$ cat src/rtl/pfc_pkg.sv
// ----------------------------------------------------------------------------
// pfc_pkg
// Shared types, codes, constants and helpers for the parameter frame codec.
// ----------------------------------------------------------------------------
package pfc_pkg;

    localparam int unsigned BYTE_W  = 8;
    localparam int unsigned ID_W    = 6;
    localparam int unsigned VALUE_W = 32;
    localparam int unsigned FRAME_W = 56;

    typedef logic [BYTE_W-1:0]  t_byte;
    typedef logic [FRAME_W-1:0] t_frame;

    typedef enum logic [1:0] {
        ACT_ENCODE = 2'd0,
        ACT_DECODE = 2'd1,
        ACT_SEED   = 2'd2,
        ACT_NONE   = 2'd3
    } t_action;

    // Fillers for unused upper value bytes 3, 4 and 5
    localparam t_byte FILL_B3 = 8'h69;
    localparam t_byte FILL_B4 = 8'h96;
    localparam t_byte FILL_B5 = 8'h99;

    // Decoded type byte codes
    localparam t_byte TYPE_4B = 8'hAA;
    localparam t_byte TYPE_3B = 8'hA5;
    localparam t_byte TYPE_2B = 8'h5A;
    localparam t_byte TYPE_1B = 8'h55;

    typedef struct packed {
        t_action              action;
        logic [ID_W-1:0]      entry_id;
        logic [VALUE_W-1:0]   param_value;
        t_frame               rx_frame;
    } t_in_item;

    typedef struct packed {
        t_byte                key;
        logic [VALUE_W-1:0]   value;
        logic                 ok;
    } t_dec_result;

    // Key scramble for frame byte 0: out bits 0..7 take key bits 5,3,7,1,6,0,4,2
    function automatic t_byte permute_key(input t_byte k);
        permute_key = {k[2], k[4], k[0], k[6], k[1], k[7], k[3], k[5]};
    endfunction

endpackage

$ cat src/rtl/pfc_if.sv
// ----------------------------------------------------------------------------
// pfc_in_if / pfc_out_if
// Valid/ready channels carrying codec requests and codec results.
// ----------------------------------------------------------------------------
interface pfc_in_if;
    logic                       valid;
    logic                       ready;
    logic [1:0]                 action;
    logic [5:0]                 entry_id;
    logic [31:0]                param_value;
    logic [55:0]                rx_frame;

    modport source (output valid, action, entry_id, param_value, rx_frame, input ready);
    modport sink   (input valid, action, entry_id, param_value, rx_frame, output ready);
endinterface

interface pfc_out_if;
    logic                       valid;
    logic                       ready;
    logic [55:0]                tx_frame;
    logic [31:0]                read_value;
    logic                       read_ok;

    modport source (output valid, tx_frame, read_value, read_ok, input ready);
    modport sink   (input valid, tx_frame, read_value, read_ok, output ready);
endinterface

$ cat src/rtl/pfc_encode.sv
// ----------------------------------------------------------------------------
// pfc_encode
// Builds a scrambled 7-byte frame from an id and a value under the key.
// ----------------------------------------------------------------------------
module pfc_encode
    import pfc_pkg::*;
(
    input  t_byte                i_key,
    input  logic [ID_W-1:0]      i_entry_id,
    input  logic [VALUE_W-1:0]   i_param_value,
    output t_frame               o_tx_frame
);

    t_byte      raw3, raw4, raw5, raw6;
    logic       zero3, zero4, zero5;
    logic [1:0] used_cnt;
    t_byte      b0, b1, b2, b3, b4, b5, b6;

    assign raw3  = i_param_value[31:24];
    assign raw4  = i_param_value[23:16];
    assign raw5  = i_param_value[15:8];
    assign raw6  = i_param_value[7:0];
    assign zero3 = (raw3 == '0);
    assign zero4 = (raw4 == '0);
    assign zero5 = (raw5 == '0);

    // Count of used bytes beyond the last one, lowered by each filler
    assign used_cnt = 2'd3 - 2'(zero3) - 2'(zero4) - 2'(zero5);

    assign b0 = permute_key(i_key);
    assign b1 = {i_entry_id, used_cnt} ^ i_key;
    assign b3 = (zero3 ? FILL_B3 : raw3) ^ i_key;
    assign b4 = (zero4 ? FILL_B4 : raw4) ^ i_key;
    assign b5 = (zero5 ? FILL_B5 : raw5) ^ i_key;
    assign b6 = raw6 ^ i_key;
    assign b2 = b0 + b1 + b3 + b4 + b5 + b6;

    assign o_tx_frame = {b6, b5, b4, b3, b2, b1, b0};

endmodule

$ cat src/rtl/pfc_decode.sv
// ----------------------------------------------------------------------------
// pfc_decode
// Recovers the key from a received frame, unscrambles it and checks it.
// ----------------------------------------------------------------------------
module pfc_decode
    import pfc_pkg::*;
(
    input  t_frame      i_rx_frame,
    output t_dec_result o_result
);

    t_byte                key;
    t_byte                d1, d2, d3, d4, d5, d6;
    t_byte                sum;
    logic                 type_ok;
    logic [VALUE_W-1:0]   value;

    assign key = ~i_rx_frame[7:0];
    assign d1  = i_rx_frame[15:8]  ^ key;
    assign d2  = i_rx_frame[23:16] ^ key;
    assign d3  = i_rx_frame[31:24] ^ key;
    assign d4  = i_rx_frame[39:32] ^ key;
    assign d5  = i_rx_frame[47:40] ^ key;
    assign d6  = i_rx_frame[55:48] ^ key;
    assign sum = key + d1 + d3 + d4 + d5 + d6;

    // Type byte selects how many value bytes are live
    always_comb begin
        type_ok = 1'b1;
        case (d1)
            TYPE_4B: value = {d3, d4, d5, d6};
            TYPE_3B: value = {8'h00, d4, d5, d6};
            TYPE_2B: value = {16'h0000, d5, d6};
            TYPE_1B: value = {24'h000000, d6};
            default: begin
                value   = '0;
                type_ok = 1'b0;
            end
        endcase
    end

    assign o_result.key   = key;
    assign o_result.ok    = type_ok && (sum == d2);
    assign o_result.value = o_result.ok ? value : '0;

endmodule

$ cat src/rtl/param_frame_codec_unit.sv
// ----------------------------------------------------------------------------
// param_frame_codec_unit
// Encode/decode/seed codec for 7-byte parameter storage frames.
// ----------------------------------------------------------------------------
// Takes one transaction per clock while the result side is not stalled and returns
// one result transaction for each. Requests are captured in an input register;
// encode and decode are combinational logic between the input register and the
// result register. The key byte is updated as a request moves from the
// input register into the result register, so each request sees the key left
// by the one before it. Input ready drops only while both registers hold
// transactions and the result side is stalled.
module param_frame_codec_unit
    import pfc_pkg::*;
(
    input  logic        i_clk,
    input  logic        i_rst_n,
    pfc_in_if.sink      i_in,
    pfc_out_if.source   o_out
);

    t_in_item           r_s1, n_s1;
    logic               r_s1_valid;
    t_byte              r_key, n_key;
    logic               r_out_valid;
    t_frame             r_tx_frame, n_tx_frame;
    logic [VALUE_W-1:0] r_read_value, n_read_value;
    logic               r_read_ok, n_read_ok;

    logic               out_free;
    logic               s1_move;
    logic               in_take;
    t_frame             enc_frame;
    t_dec_result        dec_res;

    assign out_free = !r_out_valid || o_out.ready;
    assign s1_move  = r_s1_valid && out_free;
    assign in_take  = i_in.valid && i_in.ready;

    assign i_in.ready = !r_s1_valid || out_free;

    assign n_s1.action      = t_action'(i_in.action);
    assign n_s1.entry_id    = i_in.entry_id;
    assign n_s1.param_value = i_in.param_value;
    assign n_s1.rx_frame    = i_in.rx_frame;

    pfc_encode u_encode (
        .i_key         (r_key),
        .i_entry_id    (r_s1.entry_id),
        .i_param_value (r_s1.param_value),
        .o_tx_frame    (enc_frame)
    );

    pfc_decode u_decode (
        .i_rx_frame (r_s1.rx_frame),
        .o_result   (dec_res)
    );

    always_comb begin
        n_key        = r_key;
        n_tx_frame   = '0;
        n_read_value = '0;
        n_read_ok    = 1'b0;
        case (r_s1.action)
            ACT_ENCODE: n_tx_frame = enc_frame;
            ACT_DECODE: begin
                n_key        = dec_res.key;
                n_read_value = dec_res.value;
                n_read_ok    = dec_res.ok;
            end
            ACT_SEED:   n_key = r_s1.rx_frame[31:24];
            default:    n_key = r_key;
        endcase
    end

    always_ff @(posedge i_clk) begin
        if (!i_rst_n) begin
            r_s1_valid  <= 1'b0;
            r_out_valid <= 1'b0;
            r_key       <= '0;
        end else begin
            if (i_in.ready) begin
                r_s1_valid <= i_in.valid;
            end
            if (out_free) begin
                r_out_valid <= r_s1_valid;
            end
            if (s1_move) begin
                r_key <= n_key;
            end
        end
    end

    // Payload registers: load on handshake, hold otherwise
    always_ff @(posedge i_clk) begin
        if (in_take) begin
            r_s1 <= n_s1;
        end
        if (s1_move) begin
            r_tx_frame   <= n_tx_frame;
            r_read_value <= n_read_value;
            r_read_ok    <= n_read_ok;
        end
    end

    assign o_out.valid      = r_out_valid;
    assign o_out.tx_frame   = r_tx_frame;
    assign o_out.read_value = r_read_value;
    assign o_out.read_ok    = r_read_ok;

endmodule

$ cat src/flat_wrapper.sv
// flat-port wrapper written by rule: the top's interface ports become plain ports
module param_frame_codec_unit_flat import pfc_pkg::*;
  (i_clk, i_rst_n, i_in_valid, i_in_action, i_in_entry_id, i_in_param_value, i_in_rx_frame, i_in_ready, o_out_valid, o_out_tx_frame, o_out_read_value, o_out_read_ok, o_out_ready);
  pfc_in_if i_in_i ();
  pfc_out_if o_out_i ();
  input  logic i_clk;
  input  logic i_rst_n;
  input wire logic [$bits(i_in_i.valid)-1:0] i_in_valid;
  input wire logic [$bits(i_in_i.action)-1:0] i_in_action;
  input wire logic [$bits(i_in_i.entry_id)-1:0] i_in_entry_id;
  input wire logic [$bits(i_in_i.param_value)-1:0] i_in_param_value;
  input wire logic [$bits(i_in_i.rx_frame)-1:0] i_in_rx_frame;
  output wire logic [$bits(i_in_i.ready)-1:0] i_in_ready;
  output wire logic [$bits(o_out_i.valid)-1:0] o_out_valid;
  output wire logic [$bits(o_out_i.tx_frame)-1:0] o_out_tx_frame;
  output wire logic [$bits(o_out_i.read_value)-1:0] o_out_read_value;
  output wire logic [$bits(o_out_i.read_ok)-1:0] o_out_read_ok;
  input wire logic [$bits(o_out_i.ready)-1:0] o_out_ready;
  assign i_in_i.valid = i_in_valid;
  assign i_in_i.action = i_in_action;
  assign i_in_i.entry_id = i_in_entry_id;
  assign i_in_i.param_value = i_in_param_value;
  assign i_in_i.rx_frame = i_in_rx_frame;
  assign i_in_ready = i_in_i.ready;
  assign o_out_valid = o_out_i.valid;
  assign o_out_tx_frame = o_out_i.tx_frame;
  assign o_out_read_value = o_out_i.read_value;
  assign o_out_read_ok = o_out_i.read_ok;
  assign o_out_i.ready = o_out_ready;
  param_frame_codec_unit u_core (.i_clk(i_clk), .i_rst_n(i_rst_n), .i_in(i_in_i), .o_out(o_out_i));
endmodule
$ cat config.mk
export PLATFORM = sky130hd
export DESIGN_NAME = param_frame_codec_unit_flat
export DESIGN_NICKNAME = d
export VERILOG_FILES = /design/src/rtl/pfc_pkg.sv /design/src/rtl/pfc_if.sv /design/src/rtl/pfc_encode.sv /design/src/rtl/pfc_decode.sv /design/src/rtl/param_frame_codec_unit.sv /design/src/flat_wrapper.sv
export SDC_FILE = /design/constraint.sdc
export NUM_CORES = 1
export LEC_CHECK = 0
export ABC_CLOCK_PERIOD_IN_PS = 5600
export BUFFER_PORTS_ARGS = -buffer_cell sky130_fd_sc_hd__buf_2
export CAP_MARGIN = 5
export CELL_PAD_IN_SITES_DETAIL_PLACEMENT = 1
export CELL_PAD_IN_SITES_GLOBAL_PLACEMENT = 1
export CORE_MARGIN = 3
export CORE_UTILIZATION = 35
export CTS_CLUSTER_DIAMETER = 80
export DETAILED_ROUTE_END_ITERATION = 16
export GPL_TIMING_DRIVEN = 0
export HOLD_SLACK_MARGIN = 0.06
export PLACE_DENSITY_LB_ADDON = 0.1
export SLEW_MARGIN = 20
export SYNTH_ARGS = -nofsm -noshare
export SYNTH_HDL_FRONTEND = slang
export SYNTH_HIERARCHICAL = 1
export SYNTH_SLANG_ARGS = --single-unit
$ cat constraint.sdc
create_clock -name i_clk -period 5.6 [get_ports i_clk]
set_input_delay 1.12 -clock i_clk [delete_from_list [all_inputs] [get_ports i_clk]]
set_output_delay 1.12 -clock i_clk [all_outputs]
set_load 0.01 [all_outputs]
* Word level (Yosys, flattened, before mapping)
Index checks and enable logic that the tools add are counted.
** Word-level totals
- Register bits after elaboration :: 195
- Bits of input ports :: 100
- Output and inout bits :: 91
** Cells by class
- $add $sub $neg :: 13
- Reduce and logical (&&, ||, !) cells :: 15
- Eq/ne operators :: 7
- Multiplexer cells :: 6
- Bitwise gates (word level) :: 12
** Operators with widths (number)
- one-hot mux 32 bit (4 select lines) :: 1
- bitwise XOR 8 bit :: 11
- adder 8 bit :: 10
- logical NOT 8 bit :: 3
- two-way mux 8 bit :: 3
- equality test 8 x 7 -> 1 bit, second input constant :: 2
- equality test 8 bit, second input constant :: 2
- one-hot mux 8 bit (2 select lines) :: 1
- equality test 8 bit :: 1
- NOT 8 bit :: 1
- AND reduction 2 bit :: 2
- OR reduction 4 bit :: 1
- subtractor 2 x 1 -> 2 bit :: 2
- logical AND 1 bit :: 3
- equality test 2 x 1 -> 1 bit, second input constant :: 1
- equality test 2 bit, second input constant :: 1
- logical NOT 1 bit :: 2
- logical NOT 2 bit :: 1
- logical OR 1 bit :: 2
- nonzero test 2 bit :: 1
- subtractor 2 x 1 -> 2 bit, first input constant :: 1
- two-way mux 1 bit :: 1

* Depth between registers and ports, before layout
Gate-level depths: netlist of the first run.
- Word-level depth :: 10
- Gate-level depth with buffers :: 18
- Depth with buffers taken out :: 17

* Cells and area by module
Netlist of the first run, hierarchy kept.
** By module, submodules not included
- param_frame_codec_unit :: cells an instance 337, instances 1, area each 6693.9 um2
- pfc_decode :: cells an instance 236, instances 1, area each 1896.8 um2
- pfc_encode :: cells an instance 181, instances 1, area each 1617.8 um2

* Worst setup path before layout of the first run
No wires, ideal clock.
- Kind :: reg-to-reg
- Start point :: register u_core/r_s1[75] in the netlist's numbering
- End point :: register u_core.r_tx_frame[22] (netlist: u_core/o_out.tx_frame[22]), data pin
- Stages on the path, launching flop included :: 16
- Library setup time :: 255 ps
- Period minus slack after synthesis :: 4796 ps
- Required time :: 5345 ps
- Arrival time :: 4541 ps
- Path slack :: 804 ps
- Cells stage by stage :: edfxtp_1 > or4_1 > nor3_1 > fa_1 > xnor2_1 > inv_1 > fa_1 > fa_1 > fa_1 > inv_1 > ha_1 > fa_1 > a21o_1 > a21oi_1 > xnor2_1 > and2_1
** Between the ends
- Longest elaborated chain between the ends :: 9
- Elaborated cells between the ends (all ways) :: 11
- Those cells by class :: add/sub: 7; mux: 1; bitwise: 2; reduce/logical: 1
** RTL lines
- start, declared :: RTL line param_frame_codec_unit.sv:21 : t_in_item r_s1, n_s1;
- start signal, assigned :: RTL line param_frame_codec_unit.sv:96 : r_s1 <= n_s1;
- logical NOT 8 bit :: RTL line pfc_encode.sv:24 : assign zero4 = (raw4 == '0);
- subtractor 2 x 1 -> 2 bit (2 in a row) :: RTL line pfc_encode.sv:28 : assign used_cnt = 2'd3 - 2'(zero3) - 2'(zero4) - 2'(zero5);
- bitwise XOR 8 bit :: RTL line pfc_encode.sv:31 : assign b1 = {i_entry_id, used_cnt} ^ i_key;
- net u_core.enc_frame[8] :: RTL line param_frame_codec_unit.sv:32 : t_frame enc_frame;
- adder 8 bit (5 in a row) :: RTL line pfc_encode.sv:36 : assign b2 = b0 + b1 + b3 + b4 + b5 + b6;
- net u_core.enc_frame[22] :: RTL line param_frame_codec_unit.sv:32
- end signal, assigned :: RTL line param_frame_codec_unit.sv:99 : r_tx_frame <= n_tx_frame;
- end, declared :: RTL line param_frame_codec_unit.sv:25 : t_frame r_tx_frame, n_tx_frame;
The timed path passes the listed nets, and every way through them passes these cells.
A chain may end at the register's enable or synchronous reset.

* Final worst setup path of the first run
- Start point :: register u_core/r_s1[65] in the netlist's numbering
- End point :: register u_core.r_tx_frame[23] (netlist: u_core/o_out.tx_frame[23]), data pin
** Between the ends
- Longest elaborated chain between the ends :: 8
- Elaborated cells between the ends (all ways) :: 10
- Those cells by class :: add/sub: 6; mux: 1; bitwise: 2; reduce/logical: 1
** RTL lines
- logical NOT 8 bit :: RTL line pfc_encode.sv:25 : assign zero5 = (raw5 == '0);
- subtractor 2 x 1 -> 2 bit :: RTL line pfc_encode.sv:28
- bitwise XOR 8 bit :: RTL line pfc_encode.sv:31
- net u_core.enc_frame[8] :: RTL line param_frame_codec_unit.sv:32
- adder 8 bit (5 in a row) :: RTL line pfc_encode.sv:36
- net u_core.enc_frame[23] :: RTL line param_frame_codec_unit.sv:32
The timed path passes the listed nets, and every way through them passes these cells.

==> metrics.cfg, run 1 <==
[floorplan]
core_mm2 = 0.0282
die_h_um = 177
num_rows = 61
die_w_um = 177
io_pins = 191
initial_core_util_pct = 36.1
dieArea_mm2 = 0.0313

[synthesis]
yosysSeqAreaShare_pct = 56.4
synth_nets = 917
netlist_top_cells_count = edfxtp_1, and2_1, inv_1, xnor2_1, xor2_1
synth_seq_cells = 195
synth_top_area_share_pct = 54.4
synth_edf_count = 185
synth_top_area_cell = edfxtp_1
ys_top_cells_by_area = edfxtp_1, fa_1, xnor2_1, and2_1, xor2_1
ys.flop_type = edfxtp_1
synthDistinctLibCells = 44
synth_area_mm2 = 0.0102
yosysMostFrequentCell = edfxtp_1
synthArstFlopShare_pct = 0
yosysWarnings = 6
postSynthAreaPerCell_um2 = 13.5
synthCells = 754

[drt]
route.detailed.drc = 0
wl_um = 25900
drt_iter0_markers = 318
dr.pass1.iters = 6
routed_via_density = 4.57
wl_per_cell_um = 19.1
vias = 6210
ant_nets = 0

[clock_network]
cts_buffers = 17
clk_pin_slew_ps = 80
cts_tree = built
cts-root-buf = clkbuf_16
clock_latency_ps = 440
htree_levels = 4
cts.sinks = 195
hold_buffers = 0
cts_max_path_buffers = 2

[timing]
tightest_slew_ps = 1040
maxSlewViolCount = 0
setup_viol = 0
final.setup_skew_ps = 17.2
rsz0062_at_grt = no
period_minus_slack_ps = 5310
fin_tns_setup_ps = 0
final_hold_viol_count = 0
slew-limit-headroom_pct = 30.6
post-route-period-util_pct = 94.9
max_freq_mhz = 188

[placement]
portBuffers = 189
dp_hpwl_um = 19800
place_inst = 1324
gp_congestion = 0.775

[layout]
stdcell_count = 1358
regArea_mm2 = 0.00576
areaGrowthSynthToFinish_pct = 20.3
multiInputGateArea_mm2 = 0.00393
drive_gt1_share_pct = 27.5
nFillCells = 3023
nNetsFinal = 1129

[global_route]
grt_max_degree = 49
grt_pass1_wl_um = 39300
grt_overflow = 0
grt_pass1_vias = 6755
grt_antenna_before_repair = 1
grtUsageTotal_pct = 17.0

[power]
p_leak_nw = 5.03
power_w = 0.00484
vdd_drop_max_mv = 0.200
power_density_mw_per_mm2 = 394

[critical_path]
cp.arrival_ps = 5520
path_max_fanout = 4
regToRegSetupSlack_ps = 290
worstPathRequired_ps = 5800
critical_path_class = reg -> reg
worst_setup_path_start_kind = flip-flop
worst_setup_path_end_kind = flip-flop

[hold_path]
hp-class = reg -> reg

[status]
status = finished, final reports clean

[run]
max-cap-violations = 0

## path summary, 6_finish.rpt
kind,to,depth (start not counted),from
worst max-delay path,u_core/o_out.tx_frame[23],15,u_core/r_s1[65]
worst min-delay path,u_core/r_key[2],1,u_core/r_key[2]
worst max register to register,u_core/o_out.tx_frame[23],15,u_core/r_s1[65]
worst min register to register,u_core/r_key[2],1,u_core/r_key[2]
## where the power goes
group | switching, W | internal [W] | total, W
Sequential | 0.0000492 | 0.00171 | 0.00176
Clock | 0.000586 | 0.000580 | 0.00117
Combinational | 0.00110 | 0.000817 | 0.00192
Total | 0.00174 | 0.00310 | 0.00484
## flip-flops by register name, summed over array words and instances (netlist names)
signal / cells
u_core/o_out.tx_frame: 56
u_core/r_s1_valid: 1
u_core/o_out.read_ok: 1
u_core/o_out.valid: 1
u_core/r_key: 8
u_core/r_s1: 96
u_core/o_out.read_value: 32
## cell families after synthesis
group	share of synthesized area (%)
mux	0.784
flops	56.4
xor+xnor	12.9
fa+ha+maj	10.7
simple gates	12.0
compound gates	1.84
buf+inv	5.37
## stage by stage
stage,hold WS (ps),setup slack [ps],instance area [um2],utilization [%]
floorplan,489,804,10200,-
global placement,512,-61.2,11600,41.2
detailed placement,522,-91.6,11700,41.5
CTS,539,87.5,12300,43.4
global route,572,28.0,12300,43.5
finish,529,286,12300,43.5
## layout make-up
type                       count  area share [%]
clock inverter                15           0.978
antenna                        1          0.0204
multi-input combinational    439            32.0
tap                          378            3.85
clock buffer                  17            3.46
timing repair buffer         193            8.37
sequential                   195            46.9
inverter                      76            2.32
buffer                        44            2.14
## worst max-delay path, cell delays in order, from the launching register on
cell,delay [ps]
edfxtp_1,430
or4_4,570
nor3_2,520
fa_1,510
xnor2_1,180
inv_1,80
fa_1,390
fa_1,420
fa_1,510
inv_1,40
ha_1,200
a21o_1,190
a21oi_1,320
o21ai_0,160
xor3_1,370
and2_1,160
## cell usage in the layout (no fill, tap or decap), drive strengths merged, types with 2 or more instances in the layout
| cell type | instances |
|---|---|
| or4 | 3 |
| nor3b | 7 |
| nor4b | 3 |
| nor3 | 17 |
| fa | 41 |
| a21oi | 8 |
| and4 | 2 |
| xor2 | 63 |
| ha | 22 |
| o211a | 8 |
| nand4 | 2 |
| edfxtp | 185 |
| nor2 | 14 |
| clkinvlp | 3 |
| nor4 | 25 |
| a21o | 6 |
| nand3 | 8 |
| nor2b | 2 |
| and2 | 93 |
| clkinv | 5 |
| buf | 220 |
| or3 | 3 |
| or2 | 3 |
| xnor2 | 77 |
| dfxtp | 10 |
| mux2i | 8 |
| and3 | 7 |
| inv | 83 |
| xnor3 | 2 |
| clkbuf | 34 |
| nand2 | 10 |
## repair_timing
item / CTS / global route
pin swaps: 0 / 1
endpoints found under the setup margin: 2 / 2
endpoints found under the hold margin: 0 / 0
setup buffers: 0 / 1
resized for setup: 1 / 2
## routing by layer
layer / vias up / global-route usage (%) / share of wire [%]
met1: 3087 / 24.2 / 49
li1: 2965 / - / -
met2: 137 / 27.0 / 46
met3: 21 / 3.07 / 3.7
met4: 0 / 4.62 / 1.5
met5: - / 0 / 0
(Power assumes the default switching activity.)
==> inputs of run 2 (changes only) <==
- BUFFER_PORTS_ARGS: -buffer_cell sky130_fd_sc_hd__buf_2 -> unset
- DONT_BUFFER_PORTS: unset -> 1
==> run 2 against run 1 <==
  * Critical path depth did not move
  * Global-route usage fell by 0.22 points
  * Final cell count fell by 14%
  * Utilization fell by 3.2 points
  * First-iteration DRC count fell by 0.31%
  * Register-to-register slack got worse by 40 ps
  * Via count fell by 11%
  * Critical path type unchanged
  * Largest power group unchanged
==> metrics.cfg, run 2 (synthesis gave the netlist of run 1 again) <==
[layout]
areaGrowthSynthToFinish_pct = 11.4
largest_register_ff_count = 96  ; unchanged
final_common_cell = edfxtp_1
mostFrequentLayoutCells = edfxtp_1, and2_1, inv_1
drive_gt1_share_pct = 10.0  ; -17 points
nNetsFinal = 939  ; -17%
finish.utilization_pct = 40.3  ; -3.2 points
regMostFlops = u_core/r_s1
nFillCells = 2927  ; -3.2%

[timing]
setup_viol = 0  ; unchanged
period_minus_slack_ps = 5360  ; +43.5 ps
slew-limit-headroom_pct = 28.1  ; -2.5 points
setup_ws_ps = 242  ; -43.5 ps
max_freq_mhz = 187  ; -0.81%
hold_ws_ps = 541  ; +12.3 ps
rsz0062_at_grt = no
tightest_slew_ps = 1080  ; +37.9 ps
final.setup_skew_ps = 19.7  ; +2.57 ps
final_hold_viol_count = 0  ; unchanged
maxSlewViolCount = 0  ; unchanged
post-route-period-util_pct = 95.7  ; +0.78 points
fin_tns_setup_ps = 0  ; unchanged

[drt]
route.detailed.drc = 0  ; unchanged
ant_nets = 0  ; unchanged
dr.pass1.iters = 4  ; -2
vias = 5535  ; -11%
drt_iter0_markers = 317  ; -0.31%
wl_per_cell_um = 21.7  ; +14%
wl_um = 25400  ; -2.0%
routed_via_density = 4.74  ; +3.6%

[critical_path]
r2r_cells = 15  ; unchanged
worst_setup_path_start_kind = flip-flop
slowest_delay_ps = 610  ; +40 ps
worstPathRequired_ps = 5790  ; about the same
path_max_fanout = 3  ; -1
worst_setup_path_end_kind = flip-flop
cp_slowest_cell = or4_1
critical_path_class = reg -> reg
cp_cell_sequence = or4_1 > nor4b_4 > fa_1 > xnor2_1 > inv_1 > fa_1 > fa_1 > fa_1 > inv_1 > ha_1 > a21o_1 > a21oi_1 > o21ai_0 > xor3_1 > and2_1
worst_path_most_repeated_cell = fa_1
cp.arrival_ps = 5550  ; +30 ps

[placement]
gp_congestion = 0.758  ; -2.2%
dp_hpwl_um = 19000  ; -4.2%
portBuffers = 0  ; -100%
pre_cts_ws_ps = -197  ; -105 ps

[global_route]
grtUsageTotal_pct = 16.8  ; -0.22 points
grt_pass1_vias = 6271  ; -7.2%
grt_pass1_wl_um = 38500  ; -2.1%
grt_overflow = 0  ; unchanged
grt_max_degree = 56  ; +14%
grt_antenna_before_repair = 3  ; +2

[power]
power_density_mw_per_mm2 = 427  ; +8.4%
p_int_w = 0.00315  ; +1.5%
p_switching_w = 0.00171  ; -1.7%
seqPwrFrac_pct = 36.8  ; +0.5 points
pwr-share-clk_pct = 25.9  ; +1.8 points
swShare_pct = 35.2  ; -0.73 points
vdd_drop_max_mv = 0.324  ; +63%
p_leak_nw = 4.32  ; -14%
power_w = 0.00486  ; +0.37%
pwr-share-comb_pct = 37.3  ; -2.3 points

[floorplan]
die_w_um = 177  ; unchanged
io_pins = 191  ; unchanged
core_mm2 = 0.0282  ; unchanged
dieArea_mm2 = 0.0313  ; unchanged
die_h_um = 177  ; unchanged
num_rows = 61  ; unchanged
initial_core_util_pct = 36.1  ; unchanged

[clock_network]
cts.sinks = 195  ; unchanged
clk_pin_slew_ps = 80  ; about the same
cts-root-buf = clkbuf_16
clock_latency_ps = 440  ; about the same
cts_buffers = 17  ; unchanged
cts_max_path_buffers = 2  ; unchanged
cts_tree = built
htree_levels = 4  ; unchanged
hold_buffers = 0  ; unchanged

[hold_path]
min_path_cells = 1  ; unchanged
hp-class = reg -> reg

[run]
max-cap-violations = 0  ; unchanged

[status]
status = finished, final reports clean

-- run 2: changes by cell type in the layout (fill, tap and decap cells not counted) --
cell	previous run	this run
inv_8	2	1
buf_2	198	9
nor3_2	2	1
nor3_4	1	2
inv_6	5	6
bufinv_16	0	2
buf_12	1	0
clkinv_2	2	0
-- run 2: area by class of cell --
class,instances,area (um2),share of cell area [%]
diodes,1,2.50,0.0220
clock buffers,17,425,3.74
well taps,378,473,4.16
clock inverters,15,168,1.47
flip-flops and latches,195,5760,50.6
plain buffers,44,263,2.31
multi-input cells,439,3940,34.6
repair buffers,3,62.6,0.550
inverters,76,285,2.51
-- run 2: worst max-delay path, delay by kind of cell, from the launching register on --
| family | cells | cell delay [ps] |
|---|---|---|
| DFF | 1 | 470 |
| buffers and inverters | 2 | 130 |
| adders and majority gates | 5 | 2070 |
| and+or+nand+nor | 3 | 1190 |
| xor gates and xnor gates | 2 | 570 |
| AOI/OAI and AO/OA | 3 | 690 |
-- run 2: metal layers --
metal / share of wire, % / global-route usage (%) / routed length (um) / vias to the layer above
li1: - / - / - / 2583
met1: 47 / 23.3 / 11900 / 2778
met2: 47 / 26.6 / 11900 / 152
met5: 0.083 / 0 / 21 / -
met4: 0.94 / 3.93 / 238 / 4
met3: 5.5 / 4.46 / 1390 / 18
-- run 2: stage by stage --
step | instances | cell area, um2
after floorplan | 754 | 10200
after global placement | 1132 | 10700
after detailed placement | 1134 | 10700
after CTS | 1166 | 11300
after global routing | 1167 | 11400
final | 1168 | 11400
-- run 2: worst paths after layout --
path	slack, ps	start	end
min	540	u_core/r_key[4]	u_core/r_key[4]
max reg2reg	240	u_core/r_s1[87]	u_core/o_out.tx_frame[23]
max	240	u_core/r_s1[87]	u_core/o_out.tx_frame[23]
min reg2reg	540	u_core/r_key[4]	u_core/r_key[4]
-- run 2: timing repair --
action | 4_1_cts | 5_1_grt
pin swaps | 0 | 1
setup buffers | 0 | 1
endpoints found under the hold margin | 0 | 0
endpoints found under the setup margin | 2 | 2
resized for setup | 1 | 3
-- run 2: power by group through the flow --
| stage | sequential [W] | combinational [W] | clock (W) |
|---|---|---|---|
| floorplan | 0.00180 | 0.00132 | 0 |
| global route | 0.00180 | 0.00203 | 0.00137 |
| finish | 0.00179 | 0.00181 | 0.00126 |
| detailed placement | 0.00182 | 0.00183 | 0 |
| CTS | 0.00179 | 0.00185 | 0.00132 |
| global placement | 0.00183 | 0.00177 | 0 |
==> inputs of run 3 (changes only) <==
- ABC_AREA: unset -> 0
- RECOVER_POWER: unset -> 100
==> run 3 against run 2 <==
  * The flow now finishes with violations (capacitance limit, slew limit)
  * Sequential cell count stayed put
  * Maximum frequency shrank 0.60%
  * Clock skew down 0.62 ps
  * First-iteration DRC count shrank 8.5%
  * Combinational power about the same
  * Clock power barely moved
  * Sequential power is essentially flat
  * Utilization down 0.30 points
  * Via count grew 0.85%
  * Critical path type unchanged
==> metrics.cfg, run 3 (synthesis gave the netlist of run 1 again) <==
[critical_path]
worstPathRequired_ps = 5800  ; about the same
cp_slowest_cell = or4_1
critical_path_class = reg -> reg
worst_setup_path_start_kind = flip-flop
slowest_delay_ps = 620  ; about the same
worst_path_most_repeated_cell = fa_1
cp_cell_sequence = or4_1 > nor4b_4 > fa_1 > xnor2_1 > inv_1 > fa_1 > fa_1 > fa_1 > inv_1 > ha_1 > a21o_1 > a21oi_1 > o21ai_0 > xor3_1 > and2_1
worst_setup_path_end_kind = flip-flop
path_delay_family = adder cells
path_max_fanout = 3  ; unchanged
cp.arrival_ps = 5590  ; +40 ps
path_buf_inv = 2  ; unchanged

[layout]
stdcell_count = 1168  ; unchanged
finish.utilization_pct = 40.0  ; -0.30 points
mostFrequentLayoutCells = edfxtp_1, and2_0, inv_1
nNetsFinal = 939  ; unchanged
areaGrowthSynthToFinish_pct = 10.6
regMostFlops = u_core/r_s1
final_common_cell = edfxtp_1
largest_register_ff_count = 96  ; unchanged
drive_gt1_share_pct = 8.62  ; -1.4 points
final_cell_area_mm2 = 0.0113  ; -0.74%

[power]
p_leak_nw = 4.20  ; -2.7%
vdd_drop_max_mv = 0.322  ; -0.84%
power_density_mw_per_mm2 = 431  ; +0.86%

[clock_network]
htree_levels = 4  ; unchanged
clk_pin_slew_ps = 80  ; about the same
cts_buffers = 17  ; unchanged
clock_latency_ps = 440  ; about the same
cts.sinks = 195  ; unchanged
cts_max_path_buffers = 2  ; unchanged
hold_buffers = 0  ; unchanged
cts_tree = built
cts-root-buf = clkbuf_16

[floorplan]
core_mm2 = 0.0282  ; unchanged
num_rows = 61  ; unchanged
die_h_um = 177  ; unchanged
io_pins = 191  ; unchanged
die_w_um = 177  ; unchanged
initial_core_util_pct = 36.1  ; unchanged
dieArea_mm2 = 0.0313  ; unchanged

[drt]
drt_iter0_markers = 290  ; -8.5%
wl_um = 25500  ; +0.49%
route.detailed.drc = 0  ; unchanged
routed_via_density = 4.78  ; +0.85%
wl_per_cell_um = 21.9  ; +0.49%
ant_nets = 0  ; unchanged
dr.pass1.iters = 6  ; +2
vias = 5582  ; +0.85%

[placement]
portBuffers = 0  ; unchanged
placed_cell_area_mm2 = 0.0107  ; unchanged
place_inst = 1134  ; unchanged
gp_congestion = 0.758  ; unchanged
dp_hpwl_um = 19000  ; unchanged

[status]
status = finished, violations left
violations = capacitance limit, slew limit

[timing]
maxSlewViolCount = 84  ; +84
fin_tns_setup_ps = 0  ; unchanged
final.setup_skew_ps = 19.1  ; -0.624 ps
post-route-period-util_pct = 96.3  ; +0.58 points
period_minus_slack_ps = 5390  ; +32.5 ps
tightest_slew_ps = 3100  ; +2020 ps
final_hold_viol_count = 0  ; unchanged
setup_viol = 0  ; unchanged
max_freq_mhz = 186  ; -0.60%
hold_ws_ps = 542  ; +0.393 ps
slew-limit-headroom_pct = -107  ; -130 points
rsz0062_at_grt = no

[global_route]
grt_pass1_vias = 6271  ; unchanged
grtUsageTotal_pct = 16.8  ; unchanged
grt_overflow = 0  ; unchanged
grt_pass1_wl_um = 38500  ; unchanged
grt_antenna_before_repair = 3  ; unchanged
grt_max_degree = 56  ; unchanged

[run]
max-cap-violations = 2  ; +2

[hold_path]
hp-class = reg -> reg

run 3: cell types whose count changed in the layout (fill, tap and decap cells not counted), moves of 2 or more:
cell,before,now
clkbuf_1,17,23
buf_6,5,3
buf_2,9,5
and2_0,0,80
clkbuf_2,0,3
and2_1,89,13
and2_4,4,0
buf_16,2,0
run 3: per-layer routing:
metal | vias up | track usage, % | part of all wire [%] | wire, um
met2 | 146 | 26.6 | 46 | 11800
li1 | 2579 | - | - | -
met4 | 4 | 3.93 | 0.99 | 253
met5 | - | 0 | 0.082 | 21
met3 | 19 | 4.46 | 4.8 | 1220
met1 | 2834 | 23.3 | 48 | 12200
run 3: final timing paths:
path,start,end,slack (ps),cells past startpoint
min,u_core/r_key[4],u_core/r_key[4],540,1
min reg2reg,u_core/r_key[4],u_core/r_key[4],540,1
max,u_core/r_s1[87],u_core/o_out.tx_frame[23],210,15
max reg2reg,u_core/r_s1[87],u_core/o_out.tx_frame[23],210,15
run 3: layout make-up:
| class | count | area [um2] |
|---|---|---|
| inverter | 76 | 285 |
| clock buffer | 17 | 425 |
| buffer | 44 | 244 |
| multi-input combinational | 439 | 3920 |
| antenna | 1 | 2.50 |
| clock inverter | 15 | 168 |
| fill | 2934 | 17000 |
| timing repair buffer | 3 | 13.8 |
| tap | 378 | 473 |
| sequential | 195 | 5760 |
run 3: report_power, final:
| part | internal (W) | switching (W) |
|---|---|---|
| combinational | 0.000759 | 0.00105 |
| sequential | 0.00171 | 0.0000773 |
| clock | 0.000671 | 0.000591 |
| total | 0.00314 | 0.00172 |
run 3: timing repair:
action,in CTS,in global routing
resized for setup,1,3
pin swaps,0,1
endpoints found under the setup margin,2,2
buffers inserted,0,1
run 3: metrics by stage:
stage               power (W)  setup WS [ps]
detailed placement    0.00365           -197
floorplan             0.00312            804
finish                0.00486            210
global route          0.00519           15.8
global placement      0.00360          -46.7
CTS                   0.00495           17.0
run 3: worst reg2reg max path: stages (launching register included):
cell and delay (ps):
edfxtp_1 470, or4_1 620, nor4b_4 450, fa_1 500, xnor2_1 200, inv_1 80
fa_1 390, fa_1 450, fa_1 520, inv_1 50, ha_1 220, a21o_1 220
a21oi_1 300, o21ai_0 170, xor3_1 380, and2_1 160
